## config.mk

```make
export PLATFORM = sky130hd
export DESIGN_NAME = packet_header_parse_verify_flat
export DESIGN_NICKNAME = d
export VERILOG_FILES = /design/src/hpv_pkg.sv /design/src/hpv_in_if.sv /design/src/hpv_out_if.sv /design/src/hpv_parser.sv /design/src/hpv_out_queue.sv /design/src/packet_header_parse_verify.sv /design/src/flat_wrapper.sv
export SDC_FILE = /design/constraint.sdc
export NUM_CORES = 1
export LEC_CHECK = 0
export BUFFER_PORTS_ARGS = -buffer_cell sky130_fd_sc_hd__buf_4
export CORE_MARGIN = 2
export CORE_UTILIZATION = 60
export CTS_CLUSTER_DIAMETER = 120
export DETAILED_ROUTE_END_ITERATION = 7
export PLACE_DENSITY = 0.8
export SLEW_MARGIN = 25
export SYNTH_ARGS = -nofsm -noshare
export SYNTH_HDL_FRONTEND = slang
export SYNTH_SLANG_ARGS = --single-unit
```

## constraint.sdc

```tcl
create_clock -name clk -period 9.9 [get_ports clk]
set_input_delay 1.485 -clock clk [delete_from_list [all_inputs] [get_ports clk]]
set_output_delay 1.485 -clock clk [all_outputs]
set_load 0.01 [all_outputs]
```

## src/hpv_pkg.sv

```systemverilog
`default_nettype none
package hpv_pkg;

  localparam int HEADER_BYTES = 17;
  localparam int POS_W        = 5;

  // header byte positions
  localparam logic [POS_W-1:0] POS_HDR_END    = POS_W'(HEADER_BYTES);
  localparam logic [POS_W-1:0] POS_SEQ_FIRST  = 5'd0;
  localparam logic [POS_W-1:0] POS_SEQ_LAST   = 5'd3;
  localparam logic [POS_W-1:0] POS_ACK_FIRST  = 5'd4;
  localparam logic [POS_W-1:0] POS_ACK_LAST   = 5'd7;
  localparam logic [POS_W-1:0] POS_CHECK      = 5'd8;
  localparam logic [POS_W-1:0] POS_WIN_FIRST  = 5'd9;
  localparam logic [POS_W-1:0] POS_WIN_LAST   = 5'd10;
  localparam logic [POS_W-1:0] POS_PORT_FIRST = 5'd11;
  localparam logic [POS_W-1:0] POS_PORT_LAST  = 5'd14;
  localparam logic [POS_W-1:0] POS_FLAGS      = 5'd15;

  typedef enum logic [1:0] {
    STATUS_OK      = 2'd0,
    STATUS_BAD_SUM = 2'd1,
    STATUS_SHORT   = 2'd2
  } status_t;

  typedef enum logic {
    KIND_PAYLOAD = 1'b0,
    KIND_SUMMARY = 1'b1
  } kind_t;

  // everything one input byte produces: optional payload result, optional summary
  typedef struct packed {
    logic        pay_vld;
    logic [7:0]  pay_byte;
    logic        sum_vld;
    logic [31:0] seq;
    logic [31:0] ack;
    logic [7:0]  check;
    logic [15:0] window;
    logic [15:0] dst_port;
    logic [15:0] origin_port;
    logic [3:0]  flags;
    status_t     status;
    logic [15:0] length;
  } hpv_run_t;

endpackage
`default_nettype wire

```

## src/hpv_in_if.sv

```systemverilog
`default_nettype none
interface hpv_in_if;
  logic       valid;
  logic       ready;
  logic [7:0] byte_in;
  logic       end_of_packet;

  modport source (output valid, output byte_in, output end_of_packet, input ready);
  modport sink   (input valid, input byte_in, input end_of_packet, output ready);
endinterface
`default_nettype wire

```

## src/hpv_out_if.sv

```systemverilog
`default_nettype none
interface hpv_out_if;
  logic        valid;
  logic        ready;
  logic        kind;
  logic [7:0]  payload_byte;
  logic [31:0] sequence_value;
  logic [31:0] acknowledge_value;
  logic [7:0]  header_check_byte;
  logic [15:0] window_value;
  logic [15:0] destination_port;
  logic [15:0] source_port;
  logic [3:0]  flag_bits;
  logic [1:0]  status;
  logic [15:0] payload_length;
  logic        last_of_run;

  modport source (output valid, output kind, output payload_byte, output sequence_value,
                  output acknowledge_value, output header_check_byte, output window_value,
                  output destination_port, output source_port, output flag_bits,
                  output status, output payload_length, output last_of_run, input ready);
  modport sink   (input valid, input kind, input payload_byte, input sequence_value,
                  input acknowledge_value, input header_check_byte, input window_value,
                  input destination_port, input source_port, input flag_bits,
                  input status, input payload_length, input last_of_run, output ready);
endinterface
`default_nettype wire

```

## src/hpv_parser.sv

```systemverilog
`default_nettype none
module hpv_parser import hpv_pkg::*; (
  input  wire logic  clk,
  input  wire logic  rst_n,
  hpv_in_if.sink     in_chan,
  input  wire logic  q_full,
  output logic       push,
  output hpv_run_t   push_run
);

  logic             stg_vld_r;
  logic [7:0]       stg_byte_r;
  logic             stg_eop_r;

  logic [POS_W-1:0] pos_r, pos_nxt;
  logic [7:0]       sum_r, sum_nxt;
  logic [31:0]      seq_r, seq_nxt;
  logic [31:0]      ack_r, ack_nxt;
  logic [7:0]       chk_r, chk_nxt;
  logic [15:0]      win_r, win_nxt;
  logic [31:0]      ports_r, ports_nxt;
  logic [3:0]       flags_r, flags_nxt;
  logic [15:0]      cnt_r, cnt_nxt;

  logic             is_hdr;
  logic             fire;

  assign in_chan.ready = !stg_vld_r || !q_full;
  assign fire          = stg_vld_r && !q_full;

  always_ff @(posedge clk) begin
    if (!rst_n) begin
      stg_vld_r <= 1'b0;
    end else if (in_chan.ready) begin
      stg_vld_r <= in_chan.valid;
    end
  end

  always_ff @(posedge clk) begin
    if (in_chan.valid && in_chan.ready) begin
      stg_byte_r <= in_chan.byte_in;
      stg_eop_r  <= in_chan.end_of_packet;
    end
  end

  always_comb begin
    pos_nxt   = pos_r;
    seq_nxt   = seq_r;
    ack_nxt   = ack_r;
    chk_nxt   = chk_r;
    win_nxt   = win_r;
    ports_nxt = ports_r;
    flags_nxt = flags_r;
    cnt_nxt   = cnt_r;
    sum_nxt   = sum_r + stg_byte_r;
    is_hdr    = pos_r < POS_HDR_END;

    if (is_hdr) begin
      pos_nxt = pos_r + 1'b1;
      case (pos_r) inside
        [POS_SEQ_FIRST:POS_SEQ_LAST]:   seq_nxt   = {seq_r[23:0], stg_byte_r};
        [POS_ACK_FIRST:POS_ACK_LAST]:   ack_nxt   = {ack_r[23:0], stg_byte_r};
        POS_CHECK:                      chk_nxt   = stg_byte_r;
        [POS_WIN_FIRST:POS_WIN_LAST]:   win_nxt   = {win_r[7:0], stg_byte_r};
        [POS_PORT_FIRST:POS_PORT_LAST]: ports_nxt = {ports_r[23:0], stg_byte_r};
        POS_FLAGS:                      flags_nxt = stg_byte_r[7:4]; // ACK SYN FIN RST
        default: ;                      // reserved byte, sum only
      endcase
    end else if (cnt_r != '1) begin
      cnt_nxt = cnt_r + 1'b1;
    end
  end

  always_comb begin
    push_run.pay_vld     = !is_hdr;
    push_run.pay_byte    = stg_byte_r;
    push_run.sum_vld     = stg_eop_r;
    push_run.seq         = seq_nxt;
    push_run.ack         = ack_nxt;
    push_run.check       = chk_nxt;
    push_run.window      = win_nxt;
    push_run.dst_port    = ports_nxt[31:16];
    push_run.origin_port = ports_nxt[15:0];
    push_run.flags       = flags_nxt;
    push_run.length      = cnt_nxt;
    if (sum_nxt != 8'd0) begin
      push_run.status = STATUS_BAD_SUM;
    end else if (pos_nxt < POS_HDR_END) begin
      push_run.status = STATUS_SHORT;
    end else begin
      push_run.status = STATUS_OK;
    end
  end

  // header bytes that do not end the packet produce nothing
  assign push = fire && (push_run.pay_vld || push_run.sum_vld);

  always_ff @(posedge clk) begin
    if (!rst_n) begin
      pos_r   <= '0;
      sum_r   <= '0;
      seq_r   <= '0;
      ack_r   <= '0;
      chk_r   <= '0;
      win_r   <= '0;
      ports_r <= '0;
      flags_r <= '0;
      cnt_r   <= '0;
    end else if (fire) begin
      if (stg_eop_r) begin
        pos_r   <= '0;
        sum_r   <= '0;
        seq_r   <= '0;
        ack_r   <= '0;
        chk_r   <= '0;
        win_r   <= '0;
        ports_r <= '0;
        flags_r <= '0;
        cnt_r   <= '0;
      end else begin
        pos_r   <= pos_nxt;
        sum_r   <= sum_nxt;
        seq_r   <= seq_nxt;
        ack_r   <= ack_nxt;
        chk_r   <= chk_nxt;
        win_r   <= win_nxt;
        ports_r <= ports_nxt;
        flags_r <= flags_nxt;
        cnt_r   <= cnt_nxt;
      end
    end
  end

endmodule
`default_nettype wire

```

## src/hpv_out_queue.sv

```systemverilog
`default_nettype none
module hpv_out_queue import hpv_pkg::*; (
  input  wire logic     clk,
  input  wire logic     rst_n,
  input  wire logic     push,
  input  wire hpv_run_t push_run,
  output logic          q_full,
  hpv_out_if.source     out_chan
);

  hpv_run_t   mem [2];
  logic       wr_ptr_r;
  logic       rd_ptr_r;
  logic [1:0] cnt_r;
  logic       phase_r;   // payload result of head already sent

  hpv_run_t   head;
  logic       pay_phase;
  logic       xfer;
  logic       pop;

  assign q_full    = cnt_r == 2'd2;
  assign head      = mem[rd_ptr_r];
  assign pay_phase = head.pay_vld && !phase_r;

  assign out_chan.valid = cnt_r != 2'd0;
  assign xfer           = out_chan.valid && out_chan.ready;
  assign pop            = xfer && out_chan.last_of_run;

  always_comb begin
    out_chan.kind              = KIND_SUMMARY;
    out_chan.payload_byte      = '0;
    out_chan.sequence_value    = head.seq;
    out_chan.acknowledge_value = head.ack;
    out_chan.header_check_byte = head.check;
    out_chan.window_value      = head.window;
    out_chan.destination_port  = head.dst_port;
    out_chan.source_port       = head.origin_port;
    out_chan.flag_bits         = head.flags;
    out_chan.status            = head.status;
    out_chan.payload_length    = head.length;
    out_chan.last_of_run       = 1'b1;
    if (pay_phase) begin
      out_chan.kind              = KIND_PAYLOAD;
      out_chan.payload_byte      = head.pay_byte;
      out_chan.sequence_value    = '0;
      out_chan.acknowledge_value = '0;
      out_chan.header_check_byte = '0;
      out_chan.window_value      = '0;
      out_chan.destination_port  = '0;
      out_chan.source_port       = '0;
      out_chan.flag_bits         = '0;
      out_chan.status            = STATUS_OK;
      out_chan.payload_length    = '0;
      out_chan.last_of_run       = !head.sum_vld;
    end
  end

  always_ff @(posedge clk) begin
    if (push) begin
      mem[wr_ptr_r] <= push_run;
    end
  end

  always_ff @(posedge clk) begin
    if (!rst_n) begin
      wr_ptr_r <= 1'b0;
      rd_ptr_r <= 1'b0;
      cnt_r    <= 2'd0;
      phase_r  <= 1'b0;
    end else begin
      if (push) begin
        wr_ptr_r <= !wr_ptr_r;
      end
      if (pop) begin
        rd_ptr_r <= !rd_ptr_r;
      end
      if (push && !pop) begin
        cnt_r <= cnt_r + 2'd1;
      end else if (pop && !push) begin
        cnt_r <= cnt_r - 2'd1;
      end
      if (xfer) begin
        phase_r <= !out_chan.last_of_run;
      end
    end
  end

endmodule
`default_nettype wire

```

## src/packet_header_parse_verify.sv

```systemverilog
`default_nettype none
// Packet header deframer with 8-bit additive checksum check.
// Path: an accepted byte is registered in the input stage, then written into the
//   run queue, from which its results are offered.
// Throughput: one byte per cycle while the run queue is not full; a payload byte
//   that ends a packet yields two results (payload, then summary) in turn.
// Reset: synchronous, active low; clears header state, sum, counters and queue.
module packet_header_parse_verify import hpv_pkg::*; (
  input  wire logic clk,
  input  wire logic rst_n,
  hpv_in_if.sink    in_chan,
  hpv_out_if.source out_chan
);

  // Stage 1: input register plus header capture / running sum / payload count.
  // Each accepted payload byte or packet-ending byte becomes one run record holding
  // an optional payload result and an optional end-of-packet summary.
  logic     push;
  hpv_run_t push_run;
  logic     q_full;

  hpv_parser u_parser (
    .clk      (clk),
    .rst_n    (rst_n),
    .in_chan  (in_chan),
    .q_full   (q_full),
    .push     (push),
    .push_run (push_run)
  );

  // Stage 2: two-entry run queue. Decouples the sides so a new byte is taken
  // while a finished result waits; the head run is split into its results.
  hpv_out_queue u_out_queue (
    .clk      (clk),
    .rst_n    (rst_n),
    .push     (push),
    .push_run (push_run),
    .q_full   (q_full),
    .out_chan (out_chan)
  );

endmodule
`default_nettype wire

```

## src/flat_wrapper.sv

```systemverilog
// flat-port wrapper written by rule: the top's interface ports become plain ports
module packet_header_parse_verify_flat import hpv_pkg::*;
  (clk, rst_n, in_chan_valid, in_chan_byte_in, in_chan_end_of_packet, in_chan_ready, out_chan_valid, out_chan_kind, out_chan_payload_byte, out_chan_sequence_value, out_chan_acknowledge_value, out_chan_header_check_byte, out_chan_window_value, out_chan_destination_port, out_chan_source_port, out_chan_flag_bits, out_chan_status, out_chan_payload_length, out_chan_last_of_run, out_chan_ready);
  hpv_in_if in_chan_i ();
  hpv_out_if out_chan_i ();
  input  wire logic clk;
  input  wire logic rst_n;
  input wire logic [$bits(in_chan_i.valid)-1:0] in_chan_valid;
  input wire logic [$bits(in_chan_i.byte_in)-1:0] in_chan_byte_in;
  input wire logic [$bits(in_chan_i.end_of_packet)-1:0] in_chan_end_of_packet;
  output wire logic [$bits(in_chan_i.ready)-1:0] in_chan_ready;
  output wire logic [$bits(out_chan_i.valid)-1:0] out_chan_valid;
  output wire logic [$bits(out_chan_i.kind)-1:0] out_chan_kind;
  output wire logic [$bits(out_chan_i.payload_byte)-1:0] out_chan_payload_byte;
  output wire logic [$bits(out_chan_i.sequence_value)-1:0] out_chan_sequence_value;
  output wire logic [$bits(out_chan_i.acknowledge_value)-1:0] out_chan_acknowledge_value;
  output wire logic [$bits(out_chan_i.header_check_byte)-1:0] out_chan_header_check_byte;
  output wire logic [$bits(out_chan_i.window_value)-1:0] out_chan_window_value;
  output wire logic [$bits(out_chan_i.destination_port)-1:0] out_chan_destination_port;
  output wire logic [$bits(out_chan_i.source_port)-1:0] out_chan_source_port;
  output wire logic [$bits(out_chan_i.flag_bits)-1:0] out_chan_flag_bits;
  output wire logic [$bits(out_chan_i.status)-1:0] out_chan_status;
  output wire logic [$bits(out_chan_i.payload_length)-1:0] out_chan_payload_length;
  output wire logic [$bits(out_chan_i.last_of_run)-1:0] out_chan_last_of_run;
  input wire logic [$bits(out_chan_i.ready)-1:0] out_chan_ready;
  assign in_chan_i.valid = in_chan_valid;
  assign in_chan_i.byte_in = in_chan_byte_in;
  assign in_chan_i.end_of_packet = in_chan_end_of_packet;
  assign in_chan_ready = in_chan_i.ready;
  assign out_chan_valid = out_chan_i.valid;
  assign out_chan_kind = out_chan_i.kind;
  assign out_chan_payload_byte = out_chan_i.payload_byte;
  assign out_chan_sequence_value = out_chan_i.sequence_value;
  assign out_chan_acknowledge_value = out_chan_i.acknowledge_value;
  assign out_chan_header_check_byte = out_chan_i.header_check_byte;
  assign out_chan_window_value = out_chan_i.window_value;
  assign out_chan_destination_port = out_chan_i.destination_port;
  assign out_chan_source_port = out_chan_i.source_port;
  assign out_chan_flag_bits = out_chan_i.flag_bits;
  assign out_chan_status = out_chan_i.status;
  assign out_chan_payload_length = out_chan_i.payload_length;
  assign out_chan_last_of_run = out_chan_i.last_of_run;
  assign out_chan_i.ready = out_chan_ready;
  packet_header_parse_verify u_core (.clk(clk), .rst_n(rst_n), .in_chan(in_chan_i), .out_chan(out_chan_i));
endmodule
```

---- Yosys cells after proc, flatten, opt, wreduce, memory -nomap -nowiden ----
Memories as Yosys holds them, arrays and structs flattened. A register that Yosys moved wholly into a read port is not among the register bits.
Index checks and enable logic that the tools add are counted.
word-level totals
  bits of input ports ..................... 13
  ROM bits ................................ 0
  logic and storage cells ................. 122
  output and inout bits ................... 154
  bits in latches ......................... 0
  bits in registers ....................... 168
  bits in writable memories ............... 304
  memories kept ........................... 1
memory list
  name                    words  bits a word  read ports  clocked after memory_dff  wr ports  line                 RTL
  u_core.u_out_queue.mem  2      152          1           1                         1         hpv_out_queue.sv:11  hpv_run_t mem [2];
operators by class
  div/mod/pow operators ................... 0
  $add $sub $neg .......................... 5
  shift operators ......................... 0
  bitwise operators ....................... 0
  $mul .................................... 0
  equal/unequal tests ..................... 4
  $lt $le $gt $ge ......................... 10
  reduce and logical (&&, ||, !) cells .... 27
  mux-type cells .......................... 59
operators with widths
  cell                     number
  $mux W32                 16
  $mux W16                 13
  $mux W8                  8
  $mux W4                  9
  $add A16 B1 Y16 const B  1
  $ne A16 B16 Y1 const B   1
  $logic_and A1 B1 Y1      12
  $eq A5 B4 Y1 const B     2
  $ge A5 B4 Y1 const B     2
  $le A5 B4 Y1 const B     2
  $logic_not A1 Y1         10
  $lt A5 B5 Y1 const B     2
  $mux W2                  5
  $mux W5                  2
  $add A8 B8 Y8            1
  $reduce_bool A8 Y1       1
  $mux W1                  6
  $add A5 B1 Y5 const B    1
  $ge A5 B1 Y1 const B     1
  $ge A5 B3 Y1 const B     1
  $le A5 B2 Y1 const B     1
  $le A5 B3 Y1 const B     1
  $reduce_bool A2 Y1       2
  $add A2 B1 Y2 const B    1
  3 further kinds          4

---- Longest topological paths before layout ----
Gate-level depths: netlist of run 1.
  depth after elaboration ................. 9
  mapped depth ............................ 10
  depth with buffers taken out ............ 8

---- Modules after synthesis ----
Synthesis of run 1 repeated with hierarchy kept, for this count alone.
second synthesis, totals
  cell total of the unflattened synthesis .. 1,508
  area, all modules ....................... 19,706.4 um2
modules (own cells, without submodules)
  module         sequential area each (um2)  cells an instance  area each (um2)  times used
  hpv_out_queue  9,248.9                     672                11,656.2         1
  hpv_parser     3,353.2                     836                8,050.2          1

---- Worst setup path after synthesis of run 1 ----
OpenSTA, ideal clock, no wires.
  kind .................................... reg-to-reg
  start ................................... reg u_core.u_parser.pos_r[0]
  end ..................................... mem u_core.u_out_queue.mem[0][0] (netlist name) (enable)
  cell stages (with the launch flop) ...... 6
  data arrival time ....................... 7,504 ps
  setup slack ............................. 1,728 ps
  period minus slack after synthesis ...... 8,172 ps
  required time ........................... 9,232 ps
  path buffers ............................ 1
  setup time .............................. 668 ps
  path through ............................ dfxtp_1 > o41ai_2 > inv_2 > clkbuf_1 > o21ai_0 > nor2_1
RTL lines
  what                      line                 RTL
  start: declaration        hpv_parser.sv:15     logic [POS_W-1:0] pos_r, pos_nxt;
  start signal: assignment  hpv_parser.sv:121    pos_r <= pos_nxt;
  end: declaration          hpv_out_queue.sv:11

==> results of run 1 <==
-- worst min-delay path by stage --
stage                               startpoint                    endpoint  depth (start not counted)
finish              u_core.u_parser.flags_r[1]  u_core.u_parser.flags_r[1]                          1
global route        u_core.u_parser.flags_r[2]  u_core.u_parser.flags_r[2]                          1
CTS                 u_core.u_parser.flags_r[1]  u_core.u_parser.flags_r[1]                          1
detailed placement  u_core.u_parser.flags_r[1]  u_core.u_parser.flags_r[1]                          1
global placement    u_core.u_parser.flags_r[0]  u_core.u_parser.flags_r[0]                          1
floorplan             u_core.u_parser.sum_r[6]    u_core.u_parser.sum_r[6]                          2
-- worst reg2reg max path: cells and delay by family (launching register included) --
family | cells | cell delay [ns]
DFF | 1 | 0.77
buffers and inverters | 4 | 1.44
and+or+nand+nor | 1 | 0.43
AOI/OAI and AO/OA | 2 | 0.50
-- power groups by stage --
stage / registers [mW] / logic, mW / clock network (mW)
3_3_place_gp: 2.23 / 0.692 / 0
3_5_place_dp: 2.24 / 0.708 / 0
6_report: 2.19 / 0.702 / 1.74
2_1_floorplan: 2.22 / 0.428 / 0
5_1_grt: 2.20 / 0.762 / 1.84
4_1_cts: 2.20 / 0.712 / 1.77
-- flip-flops by register name, summed over array words and instances, names as in the netlist, named ones only --
name	count
u_core.u_parser.chk_r	8
u_core.u_parser.stg_eop_r	1
u_core.u_parser.stg_vld_r	1
u_core.u_out_queue.phase_r	1
u_core.u_out_queue.mem	304
u_core.u_parser.sum_r	8
u_core.u_parser.flags_r	4
u_core.u_parser.pos_r	5
u_core.u_parser.seq_r	32
u_core.u_out_queue.wr_ptr_r	1
u_core.u_parser.stg_byte_r	8
u_core.u_parser.cnt_r	16
u_core.u_parser.ack_r	32
u_core.u_parser.ports_r	32
u_core.u_out_queue.rd_ptr_r	1
u_core.u_parser.win_r	16
u_core.u_out_queue.cnt_r	2
-- cell usage in the layout (no fill, tap or decap), types with 26 or more instances in the layout --
cell type / Yosys / final
sky130_fd_sc_hd__a22o_1: 50 / 50
sky130_fd_sc_hd__a22oi_1: 75 / 75
sky130_fd_sc_hd__buf_4: 3 / 182
sky130_fd_sc_hd__clkbuf_16: 0 / 49
sky130_fd_sc_hd__dfxtp_1: 160 / 159
sky130_fd_sc_hd__edfxtp_1: 313 / 313
sky130_fd_sc_hd__mux2_2: 122 / 122
sky130_fd_sc_hd__mux2i_1: 151 / 151
sky130_fd_sc_hd__nand2_1: 26 / 26
sky130_fd_sc_hd__nor2_1: 166 / 164
sky130_fd_sc_hd__nor2b_1: 82 / 82
-- cell type report --
type	instances	area, um2
repair buffers	187	1460
flip-flops and latches	473	12600
well taps	442	553
fillers	2207	9620
clock buffers	68	1350
inverters	11	41.3
multi-input cells	893	6810
clock inverters	18	188
-- kinds of logic (layout without fill, tap and decap cells) --
kind of cell               after synthesis  in the layout  synth area share [%]
DFF                                    473            473                  63.4
and+or+nand+nor                        355            355                  8.96
muxes                                  273            273                  14.5
AOI/OAI and AO/OA                      230            230                  8.70
buffers and inverters                  118            284                  2.59
xor gates and xnor gates                21             21                 0.925
adders and majority gates               14             14                 0.919
-- metal layers --
metal | part of all wire [%] | wire (um) | vias to the layer above
met2 | 49 | 20200 | 361
met3 | 4.8 | 1960 | 68
li1 | - | - | 5781
met1 | 44 | 17800 | 6035
met5 | 0 | 0 | -
met4 | 2.2 | 887 | 0
-- through the flow --
| stage | cell area (um2) | util [%] | setup slack (ns) |
|---|---|---|---|
| 5_1_grt | 23000 | 70.5 | 4.28 |
| 2_1_floorplan | 19900 | - | 1.73 |
| 3_3_place_gp | 21400 | 65.6 | 4.71 |
| 6_report | 23000 | 70.5 | 4.57 |
| 4_1_cts | 23000 | 70.4 | 4.49 |
| 3_5_place_dp | 21400 | 65.7 | 5.08 |
==> summary.txt, run 1 <==
Final layout
  – Layout Area Growth over Synthesis: 15.7%
  – Antenna Cells: 0
  – Layout cells sized above 1: ~24%
  – Post-layout nets: approximately 1600
  – Non-Filler Instances: around 2100

Detailed routing
  – Number of vias per cell after detailed routing: 5.85
  – First-iteration detailed-routing DRC count: between 900 and 1000
  – First-pass iteration count of the detailed router: 8
  – Drc violations: 0
  – Final ANT Viol Nets: 0
  – Routed wirelength normalized by instance count: 19.5 um
  – Total routed wirelength: just over 40 mm
  – Total number of vias: 12200

Floorplan
  – Area of the placeable core: between 30000 and 40000 um2
  – Std cell rows: between 60 and 70
  – DIE WIDTH: about 190 um
  – Count of boundary I/O pins: approximately 170
  – Effective utilization at floorplan: about three fifths
  – Total die area: 34600 um2
  – Die Y: roughly 190 um

CTS
  – Root buffer selected by CTS: sky130_fd_sc_hd__clkbuf_16
  – CTS hold repair buffers: 0
  – Clock latency reported for the late side of the worst-skew pair: 0.55 ns
  – Buffer levels on the longest clock path: 3
  – Gates resized, CTS repair: 0
  – CTS H-tree depth: 2
  – Total CTS buffers: 46
  – Clock-pin slew on the worst setup and hold paths: about 0.06 ns
  – Post-CTS setup buffer count: 0
  – Number of sinks handled by clock tree synthesis: about 470
  – TritonCTS clock tree: done

STA
  – Highest achievable clock rate: around 190 MHz
  – Worst slew margin: a little under two fifths
  – Number of pins with negative max-slew slack in the final report: 0
  – Final period utilization: 53.9%
  – Final sum of negative setup slack: 0 ns
  – Hold Fails Final Rpt: 0
  – Setup violation total in the final timing report: 0
  – Slew at the pin closest to its max-slew limit: roughly 0.93 ns
  – Max Clock Skew: approximately 0.017 ns
  – RSZ-0062 raised after global routing: no
  – Worst hold slack: approximately 0.47 ns
  – Min Tclk post-route: between 5 and 6 ns

GRT
  – Total GRT Usage: 23.3%
  – Met1 Track Usage GR: around a third
  – Global-route wire length before repair: roughly 64 mm
  – Maximum number of pins on one net before global-route repair: 97
  – Met2 Use GR: roughly two fifths
  – Via count of the first global-routing pass: approximately 12000
  – Met3 usage in global routing: 3.03%
  – Initial antenna violation count: 0
  – Residual overflow from global routing: 0
  – Busiest grt layer: met2

Setup path
  – Required arrival time at the worst endpoint: between 8 and 9 ns
  – Crit path arrival time: roughly 3.9 ns
  – Highest-delay cell along the critical path: sky130_fd_sc_hd__dfxtp_4
  – Longest individual stage delay on the worst path: roughly 0.76 ns
  – Crit-path max FO: 93
  – Critical path depth: 7
  – Startpoint of the worst register-to-register path: u_core.u_parser.pos_r[2]
  – Total buffers and inverters traversed by the critical path: 4
  – Setup Crit Path Kind: reg2out
  – Timing endpoint of the critical path: out_chan_header_check_byte[0]
  – Top Family by Delay on Critical Path: buffers and inverters
  – Critical path, cell by cell: buf_4, nand2_1, a21oi_4, buf_4, buf_4, nor2_1, buf_4
  – Endpoint kind of the worst setup timing path: output port
  – Most used cell along the critical path: sky130_fd_sc_hd__buf_4
  – Startpoint kind of the worst setup timing path: flip-flop
  – Endpoint of the most critical register-to-register path: u_core.u_out_queue.mem[1][1]
  – Worst reg2reg setup slack: 6.34 ns
  – FF-to-FF path depth: 7

Pwr
  – Comb power frac: 15.1%
  – Clock network fraction of total power: a little under two fifths
  – Power density over the cells: ~200 nW/um2
  – Switching Share: 24.8%
  – Largest voltage drop on the vdd net: between 100 and 150 uV
  – Total Power: 4.64 mW
  – Fraction of power consumed by sequential logic: 47.3%
  – P_int: 3.49 mW
  – Sw power: 1.15 mW
  – Leak pwr: roughly 8.4 nW

Outcome
  – Result of the run: finished, final reports clean

Run
  – Number of maximum-capacitance violations: 0

Yosys
  – Post-synth top area cell: sky130_fd_sc_hd__edfxtp_1
  – Post-synthesis instance total: 1484
  – Distinct cell type count after synthesis: 70
  – Synthesized area per cell: 13.4 um2
  – Most common library cells after synthesis: 313 x sky130_fd_sc_hd__edfxtp_1, 166 x sky130_fd_sc_hd__nor2_1, 160 x sky130_fd_sc_hd__dfxtp_1, 151 x sky130_fd_sc_hd__mux2i_1, 122 x sky130_fd_sc_hd__mux2_2
  – Proportion of netlist area held by the largest area contributor: roughly 47%
  – Library cell with the highest instance count after synthesis: sky130_fd_sc_hd__edfxtp_1
  – Number of synthesized flops with an enable pin: 313
  – Cells taking the most area after synthesis: sky130_fd_sc_hd__edfxtp_1 47%, sky130_fd_sc_hd__dfxtp_1 16%, sky130_fd_sc_hd__mux2i_1 7.6%, sky130_fd_sc_hd__mux2_2 6.9%, sky130_fd_sc_hd__nor2_1 3.1%
  – Count of yosys warnings during synthesis: 0
  – Flop and latch count out of synthesis: about 470
  – Total nets after synthesis: ~1500
  – Post-Syn Area: approximately 20000 um2
  – Share of the yosys chip area belonging to registers: 63.4%
  – Most used flip-flop cell after synthesis: sky130_fd_sc_hd__edfxtp_1
  – Share of flip-flops with an asynchronous set or reset: 0%

Placed design
  – Final Wtd Congestion: around 0.85
  – Placed wire-length estimate: about 25 mm
  – Number of cells in the design after placement: between 2000 and 2500
  – Count of port buffers added during placement: around 170

Min path
  – Type of the tightest min-delay check: reg2reg
Note: power is estimated with default switching activity, not from simulation.
==> inputs of run 2 (changes only) <==
Settings changed: CORE_UTILIZATION 60 to 54, PLACE_DENSITY 0.8 to 0.76.
Clock period 9.9 ns to 4.34 ns, I/O delays scaled along.
==> run 2 against run 1 <==
Against the previous run: design area grew 0.16%; count of clock-buffer cells in the layout shrank 6; cell count grew 1.4%; highest routed layer unchanged; first-iteration DRC count shrank 16%; via count shrank 0.25%; largest power group unchanged.
==> summary.txt, run 2 (synthesized netlist as in run 1, its figures left out) <==
Pwr
  – Clock network fraction of total power: 37.5% (was 37.6%)
  – Sw power: 2.68 mW (was 1.15 mW)
  – P_int: 7.92 mW (was 3.49 mW)
  – Leak pwr: 8.35 nW (was 8.36 nW)
  – Power density over the cells: 460 nW/um2 (was 202 nW/um2)
  – Fraction of power consumed by sequential logic: 47.3% (about the same)
  – Total Power: 10.6 mW (was 4.64 mW)
  – Comb power frac: 15.3% (was 15.1%)
  – Switching Share: 25.3% (was 24.8%)
  – Largest voltage drop on the vdd net: 327 uV (was 133 uV)

Setup path
  – Critical path, cell by cell: nand2_1, a21oi_4, clkinv_1, nor2_1, buf_4 (was buf_4, nand2_1, a21oi_4, buf_4, buf_4, nor2_1, buf_4)
  – Total buffers and inverters traversed by the critical path: 2 (was 4)
  – Required arrival time at the worst endpoint: 3.69 ns (was 8.42 ns)
  – Highest-delay cell along the critical path: sky130_fd_sc_hd__dfxtp_4 (unchanged)
  – Setup Crit Path Kind: reg2out (unchanged)
  – Longest individual stage delay on the worst path: 0.75 ns (was 0.76 ns)
  – Startpoint kind of the worst setup timing path: flip-flop (unchanged)
  – Crit path arrival time: 2.94 ns (was 3.85 ns)
  – Crit-path max FO: 37 (was 93)
  – Endpoint kind of the worst setup timing path: output port (unchanged)
  – Top Family by Delay on Critical Path: flip-flops (was buffers and inverters)

Floorplan
  – DIE WIDTH: 196 um (was 186 um)
  – Total die area: 38400 um2 (was 34600 um2)
  – Area of the placeable core: 36400 um2 (was 32600 um2)
  – Count of boundary I/O pins: 167 (unchanged)
  – Effective utilization at floorplan: 54.6% (was 61.0%)
  – Std cell rows: 70 (was 66)
  – Die Y: 196 um (was 186 um)

Outcome
  – Result of the run: finished, final reports clean (unchanged)

Placed design
  – Final Wtd Congestion: 0.817 (was 0.845)
  – Placed wire-length estimate: 25.7 mm (was 24.7 mm)
  – DP Worst Slack: 1.10 ns (was 5.08 ns)
  – Count of port buffers added during placement: 166 (unchanged)

CTS
  – Total CTS buffers: 47 (was 46)
  – CTS H-tree depth: 2 (unchanged)
  – TritonCTS clock tree: done (unchanged)
  – Root buffer selected by CTS: sky130_fd_sc_hd__clkbuf_16 (unchanged)
  – CTS hold repair buffers: 0 (unchanged)
  – Clock latency reported for the late side of the worst-skew pair: 0.56 ns (was 0.55 ns)
  – Clock-pin slew on the worst setup and hold paths: 0.06 ns (about the same)
  – Buffer levels on the longest clock path: 3 (unchanged)
  – Gates resized, CTS repair: 0 (unchanged)
  – Number of sinks handled by clock tree synthesis: 473 (unchanged)
  – Post-CTS setup buffer count: 0 (unchanged)

Detailed routing
  – Total number of vias: 12200 (about the same)
  – Total routed wirelength: 41.8 mm (was 40.9 mm)
  – Routed wirelength normalized by instance count: 19.7 um (was 19.5 um)
  – Drc violations: 0 (unchanged)
  – First-iteration detailed-routing DRC count: 774 (was 920)
  – Number of vias per cell after detailed routing: 5.76 (was 5.85)
  – First-pass iteration count of the detailed router: 5 (was 8)
  – Final ANT Viol Nets: 0 (unchanged)

STA
  – Number of pins with negative max-slew slack in the final report: 0 (unchanged)
  – Worst hold slack: 0.270 ns (was 0.468 ns)
  – RSZ-0062 raised after global routing: no (unchanged)
  – Final sum of negative setup slack: 0 ns (unchanged)
  – Slew at the pin closest to its max-slew limit: 0.976 ns (was 0.934 ns)
  – Max Clock Skew: 0.0193 ns (was 0.0172 ns)
  – Post-layout worst setup margin: 0.747 ns (was 4.57 ns)
  – Hold Fails Final Rpt: 0 (unchanged)
  – Highest achievable clock rate: roughly 280 MHz
  – Setup violation total in the final timing report: 0 (unchanged)
  – Final period utilization: between 80% and 90%
  – Worst slew margin: 34.9% (was 37.7%)
  – Min Tclk post-route: about 3.6 ns

GRT
  – Initial antenna violation count: 0 (unchanged)
  – Global-route wire length before repair: 65.5 mm (was 63.5 mm)
  – Maximum number of pins on one net before global-route repair: 119 (was 97)
  – Total GRT Usage: 21.5% (was 23.3%)
  – Residual overflow from global routing: 0 (unchanged)
  – Via count of the first global-routing pass: 11900 (was 11800)

Final layout
  – Antenna Cells: 0 (unchanged)
  – Post-layout nets: 1641 (was 1639)
  – Layout Area Growth over Synthesis: 15.9% (was 15.7%)
  – Commonest non-fill, non-tap cell in the layout: sky130_fd_sc_hd__edfxtp_1 (unchanged)
  – Register ranked first by flip-flop count: u_core.u_out_queue.mem (unchanged)
  – Layout cells sized above 1: 24.2% (was 24.5%)
  – Max FFs per register: 304 (unchanged)
  – Top library cells by usage in the layout, fill and taps aside: 313 x sky130_fd_sc_hd__edfxtp_1, 183 x sky130_fd_sc_hd__buf_4, 164 x sky130_fd_sc_hd__nor2_1 (was 313 x sky130_fd_sc_hd__edfxtp_1, 182 x sky130_fd_sc_hd__buf_4, 164 x sky130_fd_sc_hd__nor2_1)

Run
  – Number of maximum-capacitance violations: 0 (unchanged)

Min path
  – Type of the tightest min-delay check: in2reg (was reg2reg)
==> run 2: changes by cell type in the layout (fill, tap and decap cells not counted), moves of 2 or more <==
cell and change:
sky130_fd_sc_hd__clkinv_2 -4, sky130_fd_sc_hd__buf_6 -3, sky130_fd_sc_hd__buf_16 -2, sky130_fd_sc_hd__buf_12 +4, sky130_fd_sc_hd__clkinv_1 +12, sky130_fd_sc_hd__clkbuf_1 -6
==> run 2: worst paths after layout <==
path | cells after the start | from | slack, ns | endpoint
worst max-delay path | 5 | flip-flop | 0.75 | out_chan_payload_byte[0]
worst min-delay path | 1 | in_chan_end_of_packet | 0.27 | u_core.u_parser.stg_eop_r
worst max register to register | 6 | u_core.u_parser.pos_r[2] | 1.09 | u_core.u_out_queue.mem[1][26]
worst min register to register | 1 | u_core.u_parser.flags_r[1] | 0.47 | u_core.u_parser.flags_r[1]
==> run 2: cell type report <==
cell class	count	area [um2]
Timing Repair Buffer	188	1470
Multi-Input combinational cell	893	6820
Clock buffer	62	1310
Sequential cell	473	12600
Tap cell	468	586
Fill cell	2748	13400
Inverter	11	41.3
Clock inverter	26	208
==> run 2: worst reg2reg max path: stages, from the launching register on <==
cell	delay [ns]
sky130_fd_sc_hd__dfxtp_1	0.75
sky130_fd_sc_hd__o41ai_2	0.25
sky130_fd_sc_hd__inv_2	0.26
sky130_fd_sc_hd__o21ai_0	0.23
sky130_fd_sc_hd__inv_1	0.15
sky130_fd_sc_hd__and2_4	0.77
sky130_fd_sc_hd__buf_12	0.46
==> run 2: per-layer routing <==
metal,wire length [um],track usage (%)
met1,18900,29.8
met2,20100,35.6
met3,1940,3.34
met4,886,5.72
met5,0,0
==> run 2: per-stage QoR <==
step / util (%) / cell area [um2] / std cells
final: 63.2 / 23000 / 2121
after global routing: 63.2 / 23000 / 2121
after CTS: 63.2 / 23000 / 2120
after detailed placement: 59.0 / 21500 / 2032
after global placement: 59.0 / 21500 / 2032
after floorplan: - / 19900 / 1484
==> run 2: power groups by stage <==
stage	combinational, mW	sequential (mW)	clock, mW
floorplan	0.978	5.04	0
global placement	1.61	5.10	0
detailed placement	1.63	5.11	0
CTS	1.64	5.01	4.04
global route	1.74	5.02	4.21
finish	1.62	5.01	3.97
